File: src/rtl/vboc_pkg.sv
`default_nettype none

package vboc_pkg;

   localparam int MAX_DIM_XY = 256;
   localparam int MAX_BLOCK  = 16;

   localparam int XY_W      = $clog2(MAX_DIM_XY);
   localparam int DIM_W     = XY_W + 1;
   localparam int ADDR_W    = 2 * XY_W;
   localparam int MEM_DEPTH = MAX_DIM_XY * MAX_DIM_XY;
   localparam int Z_W       = 16;
   localparam int IB_W      = $clog2(MAX_BLOCK);
   localparam int BLK_W     = 5;
   localparam int OUT_XY_W  = 8;
   localparam int VALUE_W   = 32;
   localparam int CSR_IDX_W = 3;
   localparam int CSR_W     = 16;

   localparam int                 COUNT_W   = 13;
   localparam logic [COUNT_W-1:0] COUNT_MAX = '1;

   localparam int RSP_DEPTH = 3;
   localparam int RSP_PTR_W = $clog2(RSP_DEPTH);
   localparam int RSP_CNT_W = $clog2(RSP_DEPTH + 1);

   typedef enum logic [CSR_IDX_W-1:0] {
      REG_SIZE_X  = 3'd0,
      REG_SIZE_Y  = 3'd1,
      REG_SIZE_Z  = 3'd2,
      REG_BLOCK_X = 3'd3,
      REG_BLOCK_Y = 3'd4,
      REG_BLOCK_Z = 3'd5
   } csr_index_type;

   // clamped image and block sizes
   typedef struct packed {
      logic [DIM_W-1:0] sx;
      logic [DIM_W-1:0] sy;
      logic [Z_W-1:0]   sz;
      logic [BLK_W-1:0] bx;
      logic [BLK_W-1:0] by;
      logic [BLK_W-1:0] bz;
   } geom_type;

   // one voxel on its way to the count update
   typedef struct packed {
      logic [ADDR_W-1:0] addr;
      logic              first;
      logic              emit;
      logic              done;
      logic              nz;
      logic [XY_W-1:0]   bcol;
      logic [XY_W-1:0]   brow;
      logic [Z_W-1:0]    bslice;
   } vox_type;

   typedef struct packed {
      logic [COUNT_W-1:0]  count;
      logic [OUT_XY_W-1:0] out_x;
      logic [OUT_XY_W-1:0] out_y;
      logic [Z_W-1:0]      out_z;
      logic [COUNT_W-1:0]  max_count;
      logic                image_done;
   } rsp_type;

endpackage

`default_nettype wire

File: src/rtl/vboc_rsp_fifo.sv
`default_nettype none

module vboc_rsp_fifo import vboc_pkg::*; (
   input  logic                 clock,
   input  logic                 reset,
   input  logic                 push,
   input  rsp_type              push_data,
   input  logic                 pop_ready,
   output logic                 out_valid,
   output rsp_type              out_data,
   output logic [RSP_CNT_W-1:0] fill
);

   rsp_type              entry_ff [RSP_DEPTH];
   logic [RSP_PTR_W-1:0] wr_ptr_ff, wr_ptr_in, rd_ptr_ff, rd_ptr_in;
   logic [RSP_CNT_W-1:0] fill_ff, fill_in;
   logic                 pop;

   always_comb begin
      out_valid = fill_ff != '0;
      out_data  = entry_ff[rd_ptr_ff];
      pop       = out_valid && pop_ready;

      wr_ptr_in = wr_ptr_ff;
      if (push) begin
         wr_ptr_in = (wr_ptr_ff == RSP_PTR_W'(RSP_DEPTH - 1)) ? '0 : wr_ptr_ff + RSP_PTR_W'(1);
      end
      rd_ptr_in = rd_ptr_ff;
      if (pop) begin
         rd_ptr_in = (rd_ptr_ff == RSP_PTR_W'(RSP_DEPTH - 1)) ? '0 : rd_ptr_ff + RSP_PTR_W'(1);
      end
      fill_in = fill_ff + RSP_CNT_W'(push) - RSP_CNT_W'(pop);
   end

   assign fill = fill_ff;

   always_ff @(posedge clock) begin
      if (reset) begin
         wr_ptr_ff <= '0;
         rd_ptr_ff <= '0;
         fill_ff   <= '0;
      end else begin
         wr_ptr_ff <= wr_ptr_in;
         rd_ptr_ff <= rd_ptr_in;
         fill_ff   <= fill_in;
      end
   end

   always_ff @(posedge clock) begin
      if (push) begin
         entry_ff[wr_ptr_ff] <= push_data;
      end
   end

endmodule

`default_nettype wire

File: config.mk
export PLATFORM = sky130hd
export DESIGN_NAME = vboc_rsp_fifo
export DESIGN_NICKNAME = d
export VERILOG_FILES = /design/src/rtl/vboc_pkg.sv /design/src/rtl/vboc_rsp_fifo.sv
export SDC_FILE = /design/constraint.sdc
export NUM_CORES = 1
export LEC_CHECK = 0
export ABC_CLOCK_PERIOD_IN_PS = 5820
export BUFFER_PORTS_ARGS = -buffer_cell sky130_fd_sc_hd__buf_2
export CAP_MARGIN = 20
export CORE_UTILIZATION = 53
export DETAILED_ROUTE_END_ITERATION = 10
export PLACE_DENSITY = 0.76
export SYNTH_ARGS = -nofsm -noshare
export SYNTH_HDL_FRONTEND = slang
export SYNTH_SLANG_ARGS = --single-unit
File: constraint.sdc
create_clock -name clock -period 5.82 [get_ports clock]
set_input_delay 0.291 -clock clock [delete_from_list [all_inputs] [get_ports clock]]
set_output_delay 0.291 -clock clock [all_outputs]
set_load 0.05 [all_outputs]
==> metrics.md <==
| Metric | Value |
|---|---|
| DRC | 0 |
| Global Route Usage Sum | 18.0% |
| Yosys top cell by area | edfxtp_1 |
| Minimum clock period | roughly 2.6 ns |
| FF-to-FF End | entry_ff[2][53] |
| Max incr delay on CP | approximately 1.0 ns |
| Cells after Synth | slightly above 400 |
| Total power | 3.13 mW |
| Outcome | complete, no violations |
| RSZ-0062 raised after global routing | no |
| Slowest CP cell | dfxtp_4 |
| Fin Setup TNS | 0 ns |
| Critical Path End | out_data[30] |
| Routed wire length | 11600 um |
| Synth top area cells | edfxtp_1, mux2i_1, o21ai_0, nand2_1, dfxtp_1 |
| Synth Net Count | around 480 |
| Rows | 41 |
| Grt total ovfl | 0 |
| Post-detailed-placement half-perimeter wirelength | 6720 um |
| Final hold vios | 0 |
| First-pass GRT wire length | between 15000 and 20000 um |
| Die Area | 13400 um2 |
| FMAX | about 380 MHz |
| Starting density of the core | between 50% and 60% |
| Final setup viols | 0 |
| Non-filler cells, final | roughly 720 |
| Initial antenna violation count | 1 |
| Post-CTS setup buffers | 0 |
| CP Class | flop to output port |
| Syn. warnings | 0 |
| Total iterations of the first detailed-routing run | 4 |
| NumNets Final | 603 |
| Slew HR | a little over a quarter |
| Top delay family on crit path | flip-flops |
| CTS Buf Count | 17 |
| Diodes inserted | 0 |
| Reg2Reg Depth | 3 |
| RD Place Congestion | between 0.7 and 0.8 |
| Skew final | 0.00913 ns |
| Slew of the pin with the lowest slew margin | roughly 1.1 ns |
| Worst EP required | around 5.5 ns |
| Maxcap violations | 0 |
| Fin. max-slew vios | 0 |
| Reg clk slew, reported paths | approximately 0.060 ns |
| Placed Cells | 690 |
| Fin util | around two thirds |
| Crit-path cells | mux2i_1, o21ai_0, buf_2 |
| Clock latency on the worst-skew pair | about 0.43 ns |
| Cts hold-fix bufs | 0 |
| DRT iter0 DRCs | 237 |
| CTS tree | built |
| CTS Root Cell | clkbuf_16 |
| Sink Count | 185 |
| Startpoint types | flop |
| Via density | between 5 and 6 |
| Final Cycle Share | 45.5% |
| Vias in the first global route | between 3000 and 4000 |
| Reg2Reg Setup Slack | around 3.6 ns |
| CP bufs+invs | 1 |
| Seq/Total Area, Yosys | approximately 80% |
| Die width | 116 um |
| Worst EP arrival | ~2.4 ns |
| Setup WS post-layout | between 3 and 4 ns |
| Power per cell area | about 380 nW/um2 |
| Routed length per instance | about 16 um |
| Pre-CTS setup slack | ~3.3 ns |
| Routed vias | 3738 |
| Antenna Violating Nets Remaining | 0 |
| Ports | 125 |
| PortBufs | roughly 120 |
| #FFs+latches synth | between 150 and 200 |
| Distinct cells, synth | 22 |
| Fraction of layout cells with a size suffix above 1 | between 30% and 40% |
| Static leakage | between 2 and 3 nW |
| Syn Area/Cell | approximately 17 um2 |
| Worst VDD drop | 0.000229 V |
| Core region area | ~13000 um2 |
| WP depth | 3 |
| CP Max Fanout | between 50 and 60 |
| Area delta synth->final | 21.1% |
| Largest net degree at the start of global routing | between 100 and 150 |
| Number of H-tree levels | 4 |
| R2R Path Start | wr_ptr_ff[1] |
| HP Class | input port to flop |
| Die Span Y | 116 um |
| Yosys top cell area share | about 77% |
| CP endpoint kind | output port |
| Mapped cell area | around 6900 um2 |
| Post-CTS resize count | 0 |
| Clock Path Buffers | 2 |
layout by cell type, fill, tap and decap left out, drive strengths merged, types with 2 or more instances in the layout:
master and count:
edfxtp 177, buf 129, nand2 64, o21ai 61
mux2i 60, clkbuf 26, dfxtp 8, a21oi 5
nor2 5, bufinv 4, inv 2, nor2b 2
mux2 2, clkinv 2
cells in the mapped netlist:
master    count
edfxtp_1    177
nand2_1      64
mux2i_1      60
o21ai_0      50
clkbuf_1     12
o21ai_1      10
dfxtp_1       8
a21oi_1       5
buf_4         5
nor2_1        5
buf_6         2
inv_1         2
mux2_2        2
nor2b_1       2
buf_2         1
buf_8         1
ha_1          1
nor3b_1       1
o21ai_2       1
or2_2         1
or3_1         1
or3b_1        1
worst min path at each step:
stage	startpoint	to	slack, ns	cells after the start
4_1_cts	push_data[55]	entry_ff[1][55]	0.05	1
3_3_place_gp	rd_ptr_ff[0]	flop	0.46	2
6_report	push_data[32]	entry_ff[1][32]	0.06	1
5_1_grt	push_data[55]	entry_ff[2][55]	0.04	1
2_1_floorplan	push_data[0]	entry_ff[0][0]	0.39	0
3_5_place_dp	rd_ptr_ff[0]	flop	0.48	2
power breakdown:
group	switching, mW	leakage [nW]	internal [mW]
sequential	0.0319	1.70	1.52
combinational	0.260	0.848	0.0893
clock	0.444	0.318	0.787
total	0.735	2.87	2.40
kinds of logic (layout without fill, tap and decap cells):
| family | count (synthesis) | count (layout) | synth area share [%] |
|---|---|---|---|
| compound gates | 66 | 66 | 4.86 |
| fa+ha+maj | 1 | 1 | 0.182 |
| buf+inv | 23 | 163 | 1.93 |
| flops | 185 | 185 | 79.6 |
| mux | 62 | 62 | 9.06 |
| simple gates | 75 | 75 | 4.37 |
sequential cells by signal, indices dropped and copies added, names as in the netlist, named ones only:
register and flops:
entry_ff 177, fill 2, rd_ptr_ff 2, wr_ptr_ff 2
area by class of cell:
type,instances,area (um2)
clock buffer,26,519
inverter,2,7.51
timing repair buffer,129,682
tap,172,215
fill,949,4290
multi-input combinational,204,1290
clock inverter,6,133
sequential,185,5480
layer usage:
metal | part of all wire [%] | up-vias | wire (um) | GRT usage, %
met5 | 0.14 | - | 16 | 0
met4 | 1.5 | 2 | 169 | 7.18
met3 | 7.8 | 20 | 905 | 7.74
met2 | 48 | 113 | 5610 | 28.7
met1 | 42 | 1803 | 4910 | 21.7
li1 | - | 1800 | - | -
per-stage QoR:
stage,cell area [um2],hold WS [ns]
floorplan,6880,0.390
global placement,7640,0.464
detailed placement,7640,0.482
CTS,8290,0.0482
global route,8330,0.0425
finish,8330,0.0609
Power figures use the tool's default switching activity.
