<file path="config.mk">
export PLATFORM = sky130hd
export DESIGN_NAME = vboc_pos
export DESIGN_NICKNAME = d
export VERILOG_FILES = /design/src/rtl/vboc_pkg.sv /design/src/rtl/vboc_pos.sv
export SDC_FILE = /design/constraint.sdc
export NUM_CORES = 1
export LEC_CHECK = 0
export ABC_AREA = 1
export BUFFER_PORTS_ARGS = -buffer_cell sky130_fd_sc_hd__clkbuf_2
export CAP_MARGIN = 15
export CELL_PAD_IN_SITES_DETAIL_PLACEMENT = 2
export CELL_PAD_IN_SITES_GLOBAL_PLACEMENT = 2
export CORE_AREA = 2 2 163 125
export DETAILED_ROUTE_END_ITERATION = 7
export DIE_AREA = 0 0 165 127
export PLACE_DENSITY = 0.9
export SYNTH_ARGS = -nofsm -noshare
export SYNTH_HDL_FRONTEND = slang
export SYNTH_SLANG_ARGS = --single-unit
export TNS_END_PERCENT = 50
</file>
<file path="constraint.sdc">
create_clock -name clock -period 5.35 [get_ports clock]
set_input_delay 0.2675 -clock clock [delete_from_list [all_inputs] [get_ports clock]]
set_output_delay 0.2675 -clock clock [all_outputs]
set_load 0.1 [all_outputs]
</file>
<file path="src/rtl/vboc_pkg.sv">
`default_nettype none

package vboc_pkg;

   localparam int MAX_DIM_XY = 256;
   localparam int MAX_BLOCK  = 16;

   localparam int XY_W      = $clog2(MAX_DIM_XY);
   localparam int DIM_W     = XY_W + 1;
   localparam int ADDR_W    = 2 * XY_W;
   localparam int MEM_DEPTH = MAX_DIM_XY * MAX_DIM_XY;
   localparam int Z_W       = 16;
   localparam int IB_W      = $clog2(MAX_BLOCK);
   localparam int BLK_W     = 5;
   localparam int OUT_XY_W  = 8;
   localparam int VALUE_W   = 32;
   localparam int CSR_IDX_W = 3;
   localparam int CSR_W     = 16;

   localparam int                 COUNT_W   = 13;
   localparam logic [COUNT_W-1:0] COUNT_MAX = '1;

   localparam int RSP_DEPTH = 3;
   localparam int RSP_PTR_W = $clog2(RSP_DEPTH);
   localparam int RSP_CNT_W = $clog2(RSP_DEPTH + 1);

   typedef enum logic [CSR_IDX_W-1:0] {
      REG_SIZE_X  = 3'd0,
      REG_SIZE_Y  = 3'd1,
      REG_SIZE_Z  = 3'd2,
      REG_BLOCK_X = 3'd3,
      REG_BLOCK_Y = 3'd4,
      REG_BLOCK_Z = 3'd5
   } csr_index_type;

   // clamped image and block sizes
   typedef struct packed {
      logic [DIM_W-1:0] sx;
      logic [DIM_W-1:0] sy;
      logic [Z_W-1:0]   sz;
      logic [BLK_W-1:0] bx;
      logic [BLK_W-1:0] by;
      logic [BLK_W-1:0] bz;
   } geom_type;

   // one voxel on its way to the count update
   typedef struct packed {
      logic [ADDR_W-1:0] addr;
      logic              first;
      logic              emit;
      logic              done;
      logic              nz;
      logic [XY_W-1:0]   bcol;
      logic [XY_W-1:0]   brow;
      logic [Z_W-1:0]    bslice;
   } vox_type;

   typedef struct packed {
      logic [COUNT_W-1:0]  count;
      logic [OUT_XY_W-1:0] out_x;
      logic [OUT_XY_W-1:0] out_y;
      logic [Z_W-1:0]      out_z;
      logic [COUNT_W-1:0]  max_count;
      logic                image_done;
   } rsp_type;

endpackage

`default_nettype wire

</file>
<file path="src/rtl/vboc_pos.sv">
`default_nettype none

module vboc_pos import vboc_pkg::*; (
   input  logic               clock,
   input  logic               reset,
   input  geom_type           geom,
   input  logic               advance,
   input  logic [VALUE_W-1:0] voxel_value,
   output vox_type            vox
);

   logic [XY_W-1:0] col_ff, col_in, row_ff, row_in;
   logic [Z_W-1:0]  slice_ff, slice_in;
   logic [IB_W-1:0] ibx_ff, ibx_in, iby_ff, iby_in, ibz_ff, ibz_in;
   logic [XY_W-1:0] bcol_ff, bcol_in, brow_ff, brow_in;
   logic [Z_W-1:0]  bslice_ff, bslice_in;

   logic end_x, end_y, end_z, wrap_x, wrap_y, wrap_z;

   always_comb begin
      end_x  = ({1'b0, col_ff} + DIM_W'(1)) >= geom.sx;
      end_y  = ({1'b0, row_ff} + DIM_W'(1)) >= geom.sy;
      end_z  = ({1'b0, slice_ff} + (Z_W+1)'(1)) >= {1'b0, geom.sz};
      wrap_x = ({1'b0, ibx_ff} + BLK_W'(1)) >= geom.bx;
      wrap_y = ({1'b0, iby_ff} + BLK_W'(1)) >= geom.by;
      wrap_z = ({1'b0, ibz_ff} + BLK_W'(1)) >= geom.bz;

      vox.addr   = {brow_ff, bcol_ff};
      vox.first  = (ibx_ff == '0) && (iby_ff == '0) && (ibz_ff == '0);
      vox.emit   = (end_x || wrap_x) && (end_y || wrap_y) && (end_z || wrap_z);
      vox.done   = end_x && end_y && end_z;
      vox.nz     = |voxel_value;
      vox.bcol   = bcol_ff;
      vox.brow   = brow_ff;
      vox.bslice = bslice_ff;
   end

   always_comb begin
      col_in    = col_ff;
      row_in    = row_ff;
      slice_in  = slice_ff;
      ibx_in    = ibx_ff;
      iby_in    = iby_ff;
      ibz_in    = ibz_ff;
      bcol_in   = bcol_ff;
      brow_in   = brow_ff;
      bslice_in = bslice_ff;
      if (end_x) begin
         col_in  = '0;
         ibx_in  = '0;
         bcol_in = '0;
         if (end_y) begin
            row_in  = '0;
            iby_in  = '0;
            brow_in = '0;
            if (end_z) begin
               slice_in  = '0;
               ibz_in    = '0;
               bslice_in = '0;
            end else begin
               slice_in = slice_ff + Z_W'(1);
               if (wrap_z) begin
                  ibz_in    = '0;
                  bslice_in = bslice_ff + Z_W'(1);
               end else begin
                  ibz_in = ibz_ff + IB_W'(1);
               end
            end
         end else begin
            row_in = row_ff + XY_W'(1);
            if (wrap_y) begin
               iby_in  = '0;
               brow_in = brow_ff + XY_W'(1);
            end else begin
               iby_in = iby_ff + IB_W'(1);
            end
         end
      end else begin
         col_in = col_ff + XY_W'(1);
         if (wrap_x) begin
            ibx_in  = '0;
            bcol_in = bcol_ff + XY_W'(1);
         end else begin
            ibx_in = ibx_ff + IB_W'(1);
         end
      end
   end

   always_ff @(posedge clock) begin
      if (reset) begin
         col_ff    <= '0;
         row_ff    <= '0;
         slice_ff  <= '0;
         ibx_ff    <= '0;
         iby_ff    <= '0;
         ibz_ff    <= '0;
         bcol_ff   <= '0;
         brow_ff   <= '0;
         bslice_ff <= '0;
      end else if (advance) begin
         col_ff    <= col_in;
         row_ff    <= row_in;
         slice_ff  <= slice_in;
         ibx_ff    <= ibx_in;
         iby_ff    <= iby_in;
         ibz_ff    <= ibz_in;
         bcol_ff   <= bcol_in;
         brow_ff   <= brow_in;
         bslice_ff <= bslice_in;
      end
   end

endmodule

`default_nettype wire

</file>
==> results.json <==
{
  "clock_path_buffers": 2,
  "total_leakage_power_nw": 3.72,
  "fin_tns_setup_ns": 0,
  "synth_cells": 898,
  "critPathKind": "reg2out",
  "diodes": 0,
  "synth_seq_cells": 76,
  "clock_sinks": 76,
  "wire_per_inst_um": 16.6,
  "io_pins": 136,
  "drt-total-wl_um": 21100,
  "vias": 6223,
  "drtPass1Iterations": 4,
  "cts_buffers": 9,
  "finalSetupViolCount": 0,
  "row_count": 44,
  "grt_max_degree": 44,
  "grt_use_total": 0.207,
  "ys_types": 37,
  "grt_overflow_total": 0,
  "die_x_um": 165,
  "cp_max_fo": 15,
  "tritoncts": "done",
  "port_buffers": 135,
  "r2r_start": "col_ff[0]",
  "grt_pass1_wl_um": 34300,
  "status": "finished clean",
  "ir_worst_vdd_mv": 0.105,
  "h-tree-depth": 3,
  "fmax_mhz": 254,
  "synth_area_um2": 5890,
  "yosys.area.top_type": "dfxtp_1",
  "stdcell_area_um2": 7010,
  "maxCapViolations": 0,
  "synth.yosys.seq_area_share": 0.259,
  "crit_start": "slice_ff[0]",
  "place.gp.congestion": 0.820,
  "final-hold-violation-count": 0,
  "hold_buffers": 0,
  "area_growth_pct": 19.2,
  "tightest_slew_ns": 0.583,
  "final_nets": 1160,
  "max_slew_margin": 0.610,
  "synth_fp_nets": 1043,
  "dp_hpwl_um": 16100,
  "avgSynthCellArea_um2": 6.55,
  "worst_setup_path_start_kind": "register",
  "grt_pass1_vias": 6733,
  "worstSetupEndpointType": "primary output",
  "core_um2": 19200,
  "synth_top_area_frac": 0.259,
  "cts.clk_slew.worst_paths_ns": 0.06,
  "fin_crit_sh": 0.737,
  "seq_area_um2": 1520,
  "multi_input_area_um2": 3590,
  "die_h_um": 127,
  "fillers": 2379,
  "ant_nets": 0,
  "fin_skew_ns": 0.00675,
  "viasPerCell": 4.89,
  "ctsResizeCount": 0,
  "rsz0062_at_grt": "false",
  "hold_start": "advance",
  "clock_latency_ns": 0.35,
  "cts_root_buf": "clkbuf_16",
  "yosys-top-cells-area": "dfxtp_1 (26%), nand2_1 (14%), ha_1 (13%)",
  "post_cts_buffers": 0,
  "dr.first_iter.drc_count": 182,
  "drive_gt1_frac": 0.174,
  "p_per_area_nw_per_um2": 205,
  "whs_ns": 0.371,
  "post-route-min-period_ns": 3.94,
  "initial_core_util": 0.306,
  "antenna_found_initial": 0,
  "drcViolationCount": 0,
  "maxSlewViolCount": 0,
  "ys_warn_count": 0,
  "dieArea_um2": 21000,
  "hold_class": "in2reg",
  "cp_data_arrival_time_ns": 3.67,
  "crit_required_ns": 5.08,
  "place_area_um2": 6700
}
==> critical path: stages, from the launching register on <==
cell and delay, ns:
dfxtp_1 0.42, ha_1 0.24, nand3_2 0.13, nor2_4 0.13, nand2_2 0.09, nor2_1 0.16
xor2_1 0.24, ha_1 0.29, nand2_1 0.07, inv_1 0.05, nand2_1 0.09, nor2_1 0.06
nand2_1 0.09, nand3_1 0.09, nor2_2 0.27, nand2_4 0.16, inv_2 0.26, nor3_1 0.08
clkbuf_2 0.39
==> cells in the mapped netlist <==
| library cell | number |
|---|---|
| clkinv_1 | 1 |
| a21oi_2 | 1 |
| nand2_4 | 3 |
| nor2_2 | 6 |
| nand3_1 | 75 |
| inv_1 | 146 |
| xnor2_1 | 7 |
| o21ai_1 | 1 |
| nor2_1 | 97 |
| dfxtp_1 | 76 |
| o21bai_2 | 1 |
| o21bai_1 | 3 |
| a21oi_1 | 55 |
| nand4_4 | 1 |
| a21o_1 | 4 |
| nand2_2 | 1 |
| a22oi_1 | 2 |
| nor2_4 | 1 |
| buf_6 | 1 |
| ha_1 | 61 |
| o21ai_0 | 11 |
| buf_2 | 3 |
| nand3_2 | 1 |
| nand4_1 | 22 |
| or2_2 | 2 |
| nor2_8 | 1 |
| nor3_2 | 1 |
| buf_4 | 19 |
| o211ai_1 | 1 |
| inv_2 | 5 |
| nor4_1 | 11 |
| clkbuf_1 | 9 |
| xor2_1 | 35 |
| nand2_1 | 218 |
| nand3b_1 | 4 |
| nand3_4 | 1 |
| nor3_1 | 11 |
==> through the flow <==
stage                     cells   util  power [mW]  worst slack (ns)
after floorplan             898      -       0.700             0.703
after global placement     1257  0.349       0.759              1.90
after detailed placement   1257  0.349       0.768              1.75
after CTS                  1272  0.365        1.45              1.36
after global routing       1272  0.365        1.48              1.06
final                      1272  0.365        1.44              1.41
==> power by group <==
group / total [mW] / switching [mW] / internal [mW]
logic: 0.181 / 0.122 / 0.0584
clock network: 0.677 / 0.257 / 0.419
registers: 0.578 / 0.00733 / 0.571
==> worst paths after layout <==
check / to / slack [ns] / cells past startpoint
max reg2reg: brow_ff[7] / 1.81 / 18
min reg2reg: ibz_ff[3] / 0.48 / 2
min: ibx_ff[3] / 0.37 / 3
max: vox[33] / 1.41 / 18
==> sequential cells by signal (all words and copies together) (netlist names) <==
signal and flops:
brow_ff 8, bcol_ff 8, ibx_ff 4, bslice_ff 16, ibz_ff 4, row_ff 8
iby_ff 4, slice_ff 16, col_ff 8
==> area by class of cell <==
cell class                 count  area share
clock buffer                  11      0.0346
timing repair buffer         138      0.0995
multi-input combinational    638       0.512
sequential                    76       0.217
clock inverter                 4      0.0105
inverter                     152      0.0813
tap                          253      0.0451
==> cell usage in the layout (no fill, tap or decap), types with 2 or more instances in the layout <==
master / count
a21o_1: 4
a21oi_1: 55
a22oi_1: 2
buf_4: 3
bufinv_16: 2
clkbuf_16: 9
clkbuf_2: 135
dfxtp_1: 76
ha_1: 61
inv_1: 146
inv_2: 5
nand2_1: 218
nand2_4: 3
nand3_1: 75
nand3b_1: 4
nand4_1: 22
nor2_1: 97
nor2_2: 6
nor3_1: 11
nor4_1: 11
o21ai_0: 11
o21bai_1: 3
or2_2: 2
xnor2_1: 7
xor2_1: 35
==> cells by family (layout without fill, tap and decap cells) <==
family | after synthesis | after routing | synth area share
xor gates and xnor gates | 42 | 42 | 0.0625
and+or+nand+nor | 456 | 456 | 0.345
DFF | 76 | 76 | 0.259
adders and majority gates | 61 | 61 | 0.130
buffers and inverters | 184 | 305 | 0.131
AOI/OAI and AO/OA | 79 | 79 | 0.0731
==> layer usage <==
layer,share of wire,vias up,global-route usage
met5,0,-,0
li1,-,3073,-
met1,0.47,3030,0.266
met2,0.49,101,0.367
met3,0.031,19,0.0282
met4,0.013,0,0.0460
No activity file was read; power rests on OpenSTA's default activity.
