$ cat config.mk
export PLATFORM = sky130hd
export DESIGN_NAME = vboc_accum
export DESIGN_NICKNAME = d
export VERILOG_FILES = /design/src/rtl/vboc_pkg.sv /design/src/rtl/vboc_accum.sv
export SDC_FILE = /design/constraint.sdc
export NUM_CORES = 1
export LEC_CHECK = 0
export ABC_CLOCK_PERIOD_IN_PS = 4300
export BUFFER_PORTS_ARGS = -buffer_cell sky130_fd_sc_hd__buf_2
export CORE_UTILIZATION = 45
export CTS_CLUSTER_SIZE = 14
export DETAILED_ROUTE_END_ITERATION = 12
export PLACE_DENSITY = 0.83
export SLEW_MARGIN = 20
export SYNTH_ARGS = -nofsm -noshare
export SYNTH_HDL_FRONTEND = slang
export SYNTH_SLANG_ARGS = --single-unit
$ cat constraint.sdc
create_clock -name clock -period 4.3 [get_ports clock]
set_clock_uncertainty 0.05 [all_clocks]
set_input_delay 0.43 -clock clock [delete_from_list [all_inputs] [get_ports clock]]
set_output_delay 0.43 -clock clock [all_outputs]
set_load 0.02 [all_outputs]
$ cat src/rtl/vboc_pkg.sv
`default_nettype none

package vboc_pkg;

   localparam int MAX_DIM_XY = 256;
   localparam int MAX_BLOCK  = 16;

   localparam int XY_W      = $clog2(MAX_DIM_XY);
   localparam int DIM_W     = XY_W + 1;
   localparam int ADDR_W    = 2 * XY_W;
   localparam int MEM_DEPTH = MAX_DIM_XY * MAX_DIM_XY;
   localparam int Z_W       = 16;
   localparam int IB_W      = $clog2(MAX_BLOCK);
   localparam int BLK_W     = 5;
   localparam int OUT_XY_W  = 8;
   localparam int VALUE_W   = 32;
   localparam int CSR_IDX_W = 3;
   localparam int CSR_W     = 16;

   localparam int                 COUNT_W   = 13;
   localparam logic [COUNT_W-1:0] COUNT_MAX = '1;

   localparam int RSP_DEPTH = 3;
   localparam int RSP_PTR_W = $clog2(RSP_DEPTH);
   localparam int RSP_CNT_W = $clog2(RSP_DEPTH + 1);

   typedef enum logic [CSR_IDX_W-1:0] {
      REG_SIZE_X  = 3'd0,
      REG_SIZE_Y  = 3'd1,
      REG_SIZE_Z  = 3'd2,
      REG_BLOCK_X = 3'd3,
      REG_BLOCK_Y = 3'd4,
      REG_BLOCK_Z = 3'd5
   } csr_index_type;

   // clamped image and block sizes
   typedef struct packed {
      logic [DIM_W-1:0] sx;
      logic [DIM_W-1:0] sy;
      logic [Z_W-1:0]   sz;
      logic [BLK_W-1:0] bx;
      logic [BLK_W-1:0] by;
      logic [BLK_W-1:0] bz;
   } geom_type;

   // one voxel on its way to the count update
   typedef struct packed {
      logic [ADDR_W-1:0] addr;
      logic              first;
      logic              emit;
      logic              done;
      logic              nz;
      logic [XY_W-1:0]   bcol;
      logic [XY_W-1:0]   brow;
      logic [Z_W-1:0]    bslice;
   } vox_type;

   typedef struct packed {
      logic [COUNT_W-1:0]  count;
      logic [OUT_XY_W-1:0] out_x;
      logic [OUT_XY_W-1:0] out_y;
      logic [Z_W-1:0]      out_z;
      logic [COUNT_W-1:0]  max_count;
      logic                image_done;
   } rsp_type;

endpackage

`default_nettype wire

$ cat src/rtl/vboc_accum.sv
`default_nettype none

module vboc_accum import vboc_pkg::*; (
   input  logic               clock,
   input  logic               reset,
   input  logic               in_valid,
   input  vox_type            vox_in,
   input  logic [COUNT_W-1:0] rd_data,
   output logic               mem_we,
   output logic [ADDR_W-1:0]  mem_waddr,
   output logic [COUNT_W-1:0] mem_wdata,
   output logic               push,
   output rsp_type            push_data,
   output logic               busy
);

   logic               s1_valid_ff;
   vox_type            s1_ff;
   logic               fwd_ff, fwd_in;
   logic [COUNT_W-1:0] fwd_data_ff;
   logic [COUNT_W-1:0] max_ff, max_in;

   logic [COUNT_W-1:0] base, cnt, new_max;
   logic [COUNT_W:0]   sum;

   always_comb begin
      if (s1_ff.first) begin
         base = '0;
      end else if (fwd_ff) begin
         base = fwd_data_ff;
      end else begin
         base = rd_data;
      end
      sum     = {1'b0, base} + (COUNT_W+1)'(s1_ff.nz);
      cnt     = sum[COUNT_W] ? COUNT_MAX : sum[COUNT_W-1:0];
      new_max = (cnt > max_ff) ? cnt : max_ff;

      mem_we    = s1_valid_ff && !s1_ff.emit;
      mem_waddr = s1_ff.addr;
      mem_wdata = cnt;
      push      = s1_valid_ff && s1_ff.emit;

      push_data.count      = cnt;
      push_data.out_x      = OUT_XY_W'(s1_ff.bcol);
      push_data.out_y      = OUT_XY_W'(s1_ff.brow);
      push_data.out_z      = s1_ff.bslice;
      push_data.max_count  = new_max;
      push_data.image_done = s1_ff.done;

      // write lands at the same edge the next read is taken
      fwd_in = in_valid && mem_we && (vox_in.addr == s1_ff.addr);

      max_in = max_ff;
      if (push) begin
         max_in = s1_ff.done ? '0 : new_max;
      end
   end

   assign busy = s1_valid_ff;

   always_ff @(posedge clock) begin
      if (reset) begin
         s1_valid_ff <= 1'b0;
         fwd_ff      <= 1'b0;
         max_ff      <= '0;
      end else begin
         s1_valid_ff <= in_valid;
         fwd_ff      <= fwd_in;
         max_ff      <= max_in;
      end
   end

   always_ff @(posedge clock) begin
      if (in_valid) begin
         s1_ff <= vox_in;
      end
      fwd_data_ff <= cnt;
   end

endmodule

`default_nettype wire

==> summary.txt, run 1 <==
Clock network
  • Htree depth: 3
  • Inserted Clock Buffers: 9
  • Clk slew on worst S/H paths: 0.09 ns
  • CTS root buf: clkbuf_8
  • Longest Clk Path Bufs: 2
  • CTS tree: yes
  • Clock sink count: 80
  • Clock latency on the worst-skew pair: 0.36 ns

Route
  • Antenna viol nets, final: 0
  • DR vias/cell: 5.182
  • DR pass1 iterations: 4
  • DRC viols: 0
  • WL final: 10440 µm
  • DR WL/cell: 17.39 µm
  • DR vias: 3109
  • Initial DRC count: 106

Floorplanning
  • I/O pins: 159
  • DIE WIDTH: 99.26 µm
  • Initial core utilization: 46.29%
  • Full die area: 9852 µm²
  • Core box area: 9196 µm²
  • FP Rows: 35
  • Die Span Y: 99.26 µm

Logic synthesis
  • Seq/Total Area, Yosys: 49.85%
  • Synthesized area per cell: 12.02 µm²
  • Netlist cell types: 60
  • Synth warnings: 0
  • Mapped Cells: 354
  • EDFF count, synth: 52
  • Synthesized cell area: 4257 µm²
  • Async SR Flop Fraction: 0%
  • Main synth FF type: edfxtp_1
  • Mapped Nets: 437
  • FF+latch count, synth: 80

Placement
  • Hpwl dp: 7655 µm
  • Dpl cells: 571
  • GPL Wtd Cong: 0.8972
  • Placement Setup Slack: 0.03786 ns
  • Port Buffers: 158

Run status
  • Status: complete, no violations

Timing
  • Final setup TNS: 0 ns
  • Period utilisation layout: 99.46%
  • Final Hold Fails: 0
  • RSZ-0062 raised after global routing: yes
  • Final Critical Period: 4.277 ns
  • Max-slew violation count: 0
  • Setup violators final: 0
  • Rel. slew slack: 56.46%
  • Peak Freq: 233.8 MHz
  • Tightest Pin Transition: 0.6517 ns
  • Setup slack after layout: 0.02305 ns

Pwr
  • VDD IR max: 0.1997 mV
  • PD cells: 361.3 nW/µm²
  • Pleak: 2.380 nW

Cells and area
  • Syn-to-layout area delta: 27.87%
  • Fill cell count: 785
  • Share of cells above drive strength 1: 53.78%
  • Final #Nets: 567
  • Final core area utilization: 59.18%
  • Antenna cells: 0
  • Final Non-Filler Cells: 600
  • Commonest non-fill, non-tap cell in the layout: buf_2
  • Commonest non-fill, non-tap cells in the layout: 145 x buf_2, 52 x edfxtp_1, 31 x buf_4, 27 x dfxtp_1, 16 x inv_1

Setup path
  • Crit Path Max Fanout: 5
  • Worst setup SP type: register
  • Critical path arrival: 3.80 ns
  • Crit path kind: register to output pin
  • Crit path largest cell delay: 0.35 ns
  • CP endpoint kind: output pin
  • Slowest CP cell: dfxtp_2
  • Crit path buffers/inverters: 5
  • Worst EP required: 3.82 ns
  • Critical path's most frequent cell: buf_6
  • Crit-path cells: mux2i_1, nor2_1, ha_2, buf_6, nand4b_4, a22oi_2, nand4b_1, mux2_4, inv_4, ha_4, and4_4, nand3_4, a2bb2oi_4, a21oi_4, buf_6, buf_16, mux2i_2, buf_4
  • CP delay by family, top: simple AND/OR/NAND/NOR gates

Global route
  • First-pass GRT wire length: 15770 µm
  • Vias in the first global route: 3110
  • Largest net degree at the start of global routing: 40
  • Congestion Overflow GR: 0
  • Initial antenna violation count: 0
  • Total track usage: 21.21%

Hold path
  • Worst Hold Class: input port to register

Job
  • Max cap viols: 0
layer usage:
layer  up-vias  part of all wire [%]  track usage [%]
li1       1493                     -                -
met5         -                     0                0
met2       102                    51            35.31
met1      1492                    41            26.49
met3        22                   6.1            4.638
met4         0                   2.3            9.502
where the power goes:
group,switching [mW],total (mW),internal [mW]
logic,0.273,0.490,0.217
registers,0.0230,0.897,0.874
clock network,0.305,0.580,0.276
cells in the mapped netlist, drive strengths merged (4+ instances only):
| master | n | area (µm²) |
|---|---|---|
| a21oi | 10 | 53.80 |
| a22o | 7 | 61.31 |
| and4 | 4 | 35.03 |
| buf | 68 | 516.7 |
| dfxtp | 28 | 560.5 |
| edfxtp | 52 | 1562 |
| ha | 15 | 187.7 |
| inv | 19 | 71.32 |
| mux2 | 13 | 150.1 |
| mux2i | 15 | 157.7 |
| nand2 | 11 | 41.29 |
| nand3 | 10 | 55.05 |
| nand3b | 4 | 42.54 |
| nand4 | 9 | 68.81 |
| nand4b | 4 | 50.05 |
| nor2 | 11 | 41.29 |
| o21ai | 7 | 35.03 |
| o2bb2ai | 7 | 61.31 |
| xnor2 | 9 | 78.83 |
| xor2 | 9 | 78.83 |
final cells by class:
type / instances / area [µm²] / share of cell area (%)
clock buffers: 9 / 123.9 / 2.276
multi-input cells: 185 / 1762 / 32.37
well taps: 111 / 138.9 / 2.552
clock inverters: 7 / 80.08 / 1.471
repair buffers: 189 / 1139 / 20.92
inverters: 19 / 76.32 / 1.402
flip-flops and latches: 80 / 2123 / 39.01
through the flow:
stage          hold slack [ns]  area [µm²]  total power, mW
2_1_floorplan           0.3823        4262            1.199
3_3_place_gp            0.3971        4827            1.303
3_5_place_dp            0.4022        4827            1.313
4_1_cts                 0.1708        5310            1.948
5_1_grt                 0.1705        5443            2.040
6_report                0.1868        5443            1.967
repair_timing:
action / 4_1_cts / 5_1_grt
buffers inserted: 10 / 2
hold buffers: 0 / 0
gates resized for setup: 38 / 37
endpoints found under the setup margin: 13 / 13
pin swaps: 14 / 6
gates cloned: 1 / 0
cells by family (layout without fill, tap and decap cells):
family                     count (synthesis)  after routing  share of synthesized area [%]
AOI/OAI and AO/OA                         52             52                          9.465
xor gates and xnor gates                  18             18                          3.704
adders and majority gates                 15             15                          4.409
buffers and inverters                     89            224                          13.99
DFF                                       80             80                          49.85
muxes                                     28             28                          7.231
and+or+nand+nor                           72             72                          11.35
flip-flops by register name, indices dropped and copies added (netlist names):
signal       flops
s1_ff            3
fwd_ff           1
max_ff          13
push_data       33
mem_waddr       16
fwd_data_ff     13
busy             1
worst paths after layout:
check / startpoint / depth (start not counted) / to / slack (ns)
max: fwd_ff / 18 / push_data[12] / 0.02
min: vox_in[23] / 1 / push_data[37] / 0.19
max reg2reg: fwd_ff / 14 / max_ff[3] / 0.67
min reg2reg: max_ff[11] / 1 / max_ff[11] / 0.42
Power figures use the tool's default switching activity.
==> run 2, diff against run 1 <==
--- a/config.mk
+++ b/config.mk
@@ -7,6 +7,7 @@
 export LEC_CHECK = 0
 export ABC_CLOCK_PERIOD_IN_PS = 4300
 export BUFFER_PORTS_ARGS = -buffer_cell sky130_fd_sc_hd__buf_2
+export CORE_ASPECT_RATIO = 0.8
 export CORE_UTILIZATION = 45
 export CTS_CLUSTER_SIZE = 14
 export DETAILED_ROUTE_END_ITERATION = 12
==> run 2 against run 1 <==
Effect of this change:
- hold slack better by 0.037 ns
- design area down 1.3%
- critical endpoint is now push_data[7]
- highest routed layer unchanged
- via count up 0.55%
- core utilization down 0.27 points
==> summary.txt, run 2 (same netlist as run 1, synthesis figures left out) <==
Pwr
  • VDD IR max: 0.2694 mV (+35%)
  • PD cells: 395.1 nW/µm² (+9.3%)
  • Pleak: 2.371 nW (-0.35%)
  • Tot Pwr: 2.122 mW (+7.9%)

Clock network
  • Clk slew on worst S/H paths: 0.06 ns (-0.03 ns)
  • Inserted Clock Buffers: 9 (unchanged)
  • Clock latency on the worst-skew pair: 0.33 ns (-0.03 ns)
  • Clock sink count: 80 (unchanged)
  • CTS root buf: clkbuf_16
  • CTS tree: yes
  • Htree depth: 3 (unchanged)
  • Longest Clk Path Bufs: 2 (unchanged)

Cells and area
  • Commonest non-fill, non-tap cell in the layout: buf_2
  • Final #Nets: 563 (-0.71%)
  • Post-Layout Inst Area: 5370 µm² (-1.3%)
  • Commonest non-fill, non-tap cells in the layout: 157 x buf_2, 52 x edfxtp_1, 27 x dfxtp_1, 26 x buf_4, 15 x inv_1
  • Syn-to-layout area delta: 26.16%
  • Max reg flops: 33 (unchanged)
  • Share of cells above drive strength 1: 52.37% (-1.4 points)
  • Final Non-Filler Cells: 600 (unchanged)
  • Antenna cells: 0 (unchanged)

Timing
  • Tightest Pin Transition: 0.7369 ns (+0.08527 ns)
  • Setup violators final: 0 (unchanged)
  • Rel. slew slack: 50.35% (-6.1 points)
  • Peak Freq: 233.9 MHz (about the same)
  • Final setup TNS: 0 ns (unchanged)
  • Max-slew violation count: 0 (unchanged)
  • Final Critical Period: 4.275 ns (-0.002263 ns)
  • Period utilisation layout: 99.41% (about the same)
  • RSZ-0062 raised after global routing: yes
  • Final Hold Fails: 0 (unchanged)

Setup path
  • CP endpoint kind: output pin
  • Crit Path Max Fanout: 8 (+3)
  • Crit path kind: register to output pin
  • Worst EP required: 3.82 ns (about the same)
  • Worst setup SP type: register
  • Reg2reg end: max_ff[0]
  • R2R depth: 14 (unchanged)
  • Critical path arrival: 3.79 ns (about the same)
  • RR Startpoint: fwd_ff
  • Worst R2R Setup Slack: 0.67 ns (about the same)

Route
  • DR vias: 3126 (+0.55%)
  • DR pass1 iterations: 4 (unchanged)
  • WL final: 10280 µm (-1.5%)
  • Initial DRC count: 166 (+57%)
  • DR WL/cell: 17.14 µm (-1.5%)
  • Antenna viol nets, final: 0 (unchanged)
  • DRC viols: 0 (unchanged)
  • DR vias/cell: 5.210 (+0.55%)

Floorplanning
  • DIE WIDTH: 110.7 µm (+12%)
  • Die Span Y: 88.99 µm (-10%)
  • Core box area: 9115 µm² (-0.88%)
  • I/O pins: 159 (unchanged)
  • Initial core utilization: 46.70% (+0.41 points)
  • FP Rows: 31 (-11%)
  • Full die area: 9854 µm² (about the same)

Global route
  • First-pass GRT wire length: 15270 µm (-3.2%)
  • Initial antenna violation count: 0 (unchanged)
  • Congestion Overflow GR: 0 (unchanged)
  • Total track usage: 20.07% (-1.1 points)
  • Vias in the first global route: 3021 (-2.9%)
  • Largest net degree at the start of global routing: 54 (+35%)

Placement
  • Port Buffers: 158 (unchanged)
  • Dpl cell area: 4800 µm² (-0.57%)
  • Dpl cells: 574 (+0.53%)
  • GPL Wtd Cong: 0.8687 (-3.2%)
  • Hpwl dp: 7640 µm (-0.20%)

Run status
  • Status: complete, no violations

Job
  • Max cap viols: 0 (unchanged)

Hold path
  • Worst Hold End: push_data[31]
  • Worst Hold Class: input port to register
  • Worst hold start: vox_in[17]
  • Hold Path Depth: 1 (unchanged)
## run 2: final cells by class
type	instances	area, µm²
clock buffers	10	239.0
clock inverters	6	75.07
fillers	753	3745
inverters	19	73.82
multi-input cells	185	1708
flip-flops and latches	80	2123
well taps	115	143.9
repair buffers	185	1007
## run 2: worst max-delay path: stages (launching register included)
cell       delay [ns]
dfxtp_2          0.34
mux2i_1          0.11
nor2_1           0.13
ha_2             0.21
nand4_1          0.24
a22oi_2          0.26
buf_4            0.16
nand4_4          0.09
buf_4            0.19
o21ai_2          0.10
ha_1             0.18
a21oi_1          0.05
o21ai_0          0.41
a2bb2oi_2        0.13
a21oi_2          0.19
buf_6            0.17
mux2_2           0.34
buf_2            0.16
## run 2: how the worst max path moves through the flow
stage,startpoint,end,cells past startpoint
after global placement,rd_data[0],push_data[11],16
after global routing,fwd_ff,push_data[7],18
after detailed placement,rd_data[0],push_data[7],16
after CTS,fwd_ff,push_data[7],17
after floorplan,fwd_ff,push_data[10],18
final,fwd_ff,push_data[7],17
## run 2: routing by layer
layer | track usage (%) | wire length (µm) | up-vias
met5 | 0 | 0 | -
met4 | 5.939 | 106 | 0
met3 | 5.085 | 611 | 11
li1 | - | - | 1480
met1 | 26.29 | 4563 | 1518
met2 | 33.31 | 5000 | 117
## run 2: power breakdown
part | internal [mW] | switching, mW
sequential | 0.875 | 0.0233
combinational | 0.169 | 0.257
clock | 0.475 | 0.323
## run 2: repair_timing
item                                    CTS  global route
endpoints found under the hold margin     0             0
endpoints found under the setup margin   12            13
gates resized for setup                   8            30
setup buffers                             3             7
cloned                                    0             0
hold buffers                              0             0
pin swaps                                 3            12
## run 2: through the flow
step / hold WS [ns] / worst slack, ns / util, %
3_3_place_gp: 0.3940 / 0.2397 / 52.66
4_1_cts: 0.2098 / 0.01083 / 56.71
5_1_grt: 0.2128 / -0.2480 / 58.92
2_1_floorplan: 0.3823 / -0.007483 / -
3_5_place_dp: 0.3985 / 0.1046 / 52.66
6_report: 0.2233 / 0.02532 / 58.92
==> run 3, diff against run 2 <==
--- a/config.mk
+++ b/config.mk
@@ -8,10 +8,10 @@
 export ABC_CLOCK_PERIOD_IN_PS = 4300
 export BUFFER_PORTS_ARGS = -buffer_cell sky130_fd_sc_hd__buf_2
 export CORE_ASPECT_RATIO = 0.8
-export CORE_UTILIZATION = 45
+export CORE_UTILIZATION = 36
 export CTS_CLUSTER_SIZE = 14
 export DETAILED_ROUTE_END_ITERATION = 12
-export PLACE_DENSITY = 0.83
+export PLACE_DENSITY = 0.7
 export SLEW_MARGIN = 20
 export SYNTH_ARGS = -nofsm -noshare
 export SYNTH_HDL_FRONTEND = slang
==> run 3 against run 2 <==
Effect of this change:
- register-to-register slack improved by 0.04 ns
- sequential power barely moved
- critical path depth fell by 1
- via count fell by 2.5%
- fmax rose by 0.87%
- design area rose by 2.7%
- wire length rose by 0.26%
- first-iteration DRC count rose by 11%
- flip-flop and latch count did not move
- clock-buffer cell count fell by 1
- critical path type unchanged
- critical endpoint is now push_data[5]
- largest power group unchanged
==> summary.txt, run 3 (same netlist as run 1, synthesis figures left out) <==
Setup path
  • CP endpoint kind: output pin
  • Crit path largest cell delay: 0.36 ns (-0.05 ns)
  • Slowest CP cell: dfxtp_4
  • Critical path's most frequent cell: buf_6
  • Crit-path cells: mux2i_1, nor2_1, ha_2, nand4_1, a22oi_2, nand4b_1, mux2_4, inv_4, ha_4, and4_4, nand3_4, a2bb2oi_4, a21oi_4, buf_6, mux2_2, buf_6
  • Reg2reg end: max_ff[2]
  • Crit path kind: register to output pin
  • Worst R2R Setup Slack: 0.71 ns (+0.04 ns)
  • Worst EP required: 3.82 ns (about the same)
  • R2R depth: 15 (+1)
  • Crit path from: fwd_ff
  • Setup crit end: push_data[5]
  • Critical path arrival: 3.76 ns (-0.03 ns)
  • Crit Path Max Fanout: 7 (-1)
  • RR Startpoint: fwd_ff
  • Worst setup SP type: register

Timing
  • Period utilisation layout: 98.56% (-0.86 points)
  • RSZ-0062 raised after global routing: yes
  • Tightest Pin Transition: 0.7058 ns (-0.03114 ns)
  • Final Critical Period: 4.238 ns (-0.03679 ns)
  • Rel. slew slack: 52.45% (+2.1 points)
  • Final Hold Fails: 0 (unchanged)
  • Setup violators final: 0 (unchanged)
  • Final hold slack: 0.2212 ns (-0.002141 ns)
  • Final setup TNS: 0 ns (unchanged)
  • Peak Freq: 236.0 MHz (+0.87%)
  • Max-slew violation count: 0 (unchanged)

Hold path
  • Hold Path Depth: 1 (unchanged)
  • Worst Hold Class: input port to register

Global route
  • First-pass GRT wire length: 15500 µm (+1.5%)
  • Total track usage: 16.64% (-3.4 points)
  • Vias in the first global route: 2970 (-1.7%)
  • Initial antenna violation count: 0 (unchanged)
  • Largest net degree at the start of global routing: 54 (unchanged)
  • Congestion Overflow GR: 0 (unchanged)

Cells and area
  • Commonest non-fill, non-tap cell in the layout: buf_2
  • Final #Nets: 562 (-0.18%)
  • Share of cells above drive strength 1: 52.89% (+0.52 points)
  • Max reg flops: 33 (unchanged)
  • Commonest non-fill, non-tap cells in the layout: 147 x buf_2, 52 x edfxtp_1, 27 x dfxtp_1, 25 x buf_4, 15 x inv_1
  • Register area: 2126 µm² (+0.12%)
  • Syn-to-layout area delta: 29.60%
  • Area of the multi-input gates: 1762 µm² (+3.2%)
  • Fill cell count: 1063 (+41%)
  • Antenna cells: 0 (unchanged)
  • Final Non-Filler Cells: 632 (+5.3%)

Job
  • Max cap viols: 0 (unchanged)

Clock network
  • Htree depth: 3 (unchanged)
  • CTS tree: yes
  • Clock latency on the worst-skew pair: 0.33 ns (about the same)
  • Inserted Clock Buffers: 9 (unchanged)
  • # hold bufs at CTS: 0 (unchanged)
  • Clock sink count: 80 (unchanged)
  • Longest Clk Path Bufs: 2 (unchanged)
  • Clk slew on worst S/H paths: 0.07 ns (about the same)
  • CTS root buf: clkbuf_16

Placement
  • GPL Wtd Cong: 0.8357 (-3.8%)
  • Dpl cells: 606 (+5.6%)
  • Hpwl dp: 7801 µm (+2.1%)
  • Port Buffers: 158 (unchanged)

Route
  • WL final: 10310 µm (+0.26%)
  • Initial DRC count: 185 (+11%)
  • DR vias: 3049 (-2.5%)
  • DR WL/cell: 16.31 µm (-4.8%)
  • DRC viols: 0 (unchanged)
  • DR pass1 iterations: 4 (unchanged)
  • DR vias/cell: 4.824 (-7.4%)
  • Antenna viol nets, final: 0 (unchanged)

Pwr
  • PD cells: 384.9 nW/µm² (-2.6%)
  • Pleak: 2.391 nW (+0.82%)
  • VDD IR max: 0.1923 mV (-29%)
  • Tot Pwr: 2.123 mW (about the same)

Floorplanning
  • Die Span Y: 99.26 µm (+12%)
  • I/O pins: 159 (unchanged)
  • Core box area: 11520 µm² (+26%)
  • FP Rows: 35 (+13%)
  • Full die area: 12270 µm² (+24%)
  • DIE WIDTH: 123.6 µm (+12%)
  • Initial core utilization: 36.96% (-9.7 points)

Run status
  • Status: complete, no violations
[run 3: changes by cell type in the layout (fill, tap and decap cells not counted), moves of 3 or more]
| cell | delta |
|---|---|
| buf_2 | -10 |
| buf_6 | +10 |
| mux2_2 | -3 |
| mux2_4 | +3 |
[run 3: critical path, delay by kind of cell, from the launching register on]
| family | cells | cell delay [ns] |
|---|---|---|
| muxes | 3 | 0.72 |
| AOI/OAI and AO/OA | 3 | 0.67 |
| and+or+nand+nor | 5 | 0.84 |
| buffers and inverters | 3 | 0.35 |
| DFF | 1 | 0.36 |
| adders and majority gates | 2 | 0.51 |
[run 3: per-stage QoR]
step	utilization, %	setup slack, ns	instance area [µm²]
after floorplan	-	-0.007483	4262
after global routing	47.90	-0.1192	5517
after detailed placement	42.08	0.09399	4846
after global placement	42.08	0.1988	4846
after CTS	45.15	0.001415	5200
final	47.90	0.06211	5517
[run 3: routing by layer]
layer  vias up  global-route usage, %  share of wire (%)  wire length, µm
li1       1489                      -                  -                -
met1      1475                  22.27                 47             4811
met2        79                  26.34                 47             4878
met3         6                  4.644                5.2              539
met4         0                  4.449               0.76               78
met5         -                      0                  0                0
[run 3: power by group]
group	total, mW	switching, mW	leakage [nW]	internal (mW)
combinational	0.457	0.265	1.51	0.193
sequential	0.898	0.0233	0.739	0.874
clock	0.768	0.314	0.146	0.455
total	2.12	0.601	2.39	1.52
[run 3: final cells by class]
| type | count | share of cell area (%) |
|---|---|---|
| Tap cell | 148 | 3.357 |
| Sequential cell | 80 | 38.53 |
| Timing Repair Buffer | 184 | 19.35 |
| Clock inverter | 7 | 1.406 |
| Multi-Input combinational cell | 185 | 31.93 |
| Inverter | 19 | 1.338 |
| Clock buffer | 9 | 4.083 |
[run 3: how the worst min path moves through the flow]
stage	start	slack, ns	to
floorplan	max_ff[11]	0.38	max_ff[11]
global route	vox_in[34]	0.20	s1_ff[34]
finish	vox_in[34]	0.22	s1_ff[34]
CTS	vox_in[34]	0.21	s1_ff[34]
detailed placement	max_ff[11]	0.40	max_ff[11]
global placement	max_ff[11]	0.40	max_ff[11]
[run 3: what timing repair did]
| item | 4_1_cts | 5_1_grt |
|---|---|---|
| pin swaps | 4 | 14 |
| endpoints found under the setup margin | 12 | 13 |
| setup buffers | 2 | 8 |
| resized for setup | 8 | 63 |
| endpoints found under the hold margin | 0 | 0 |
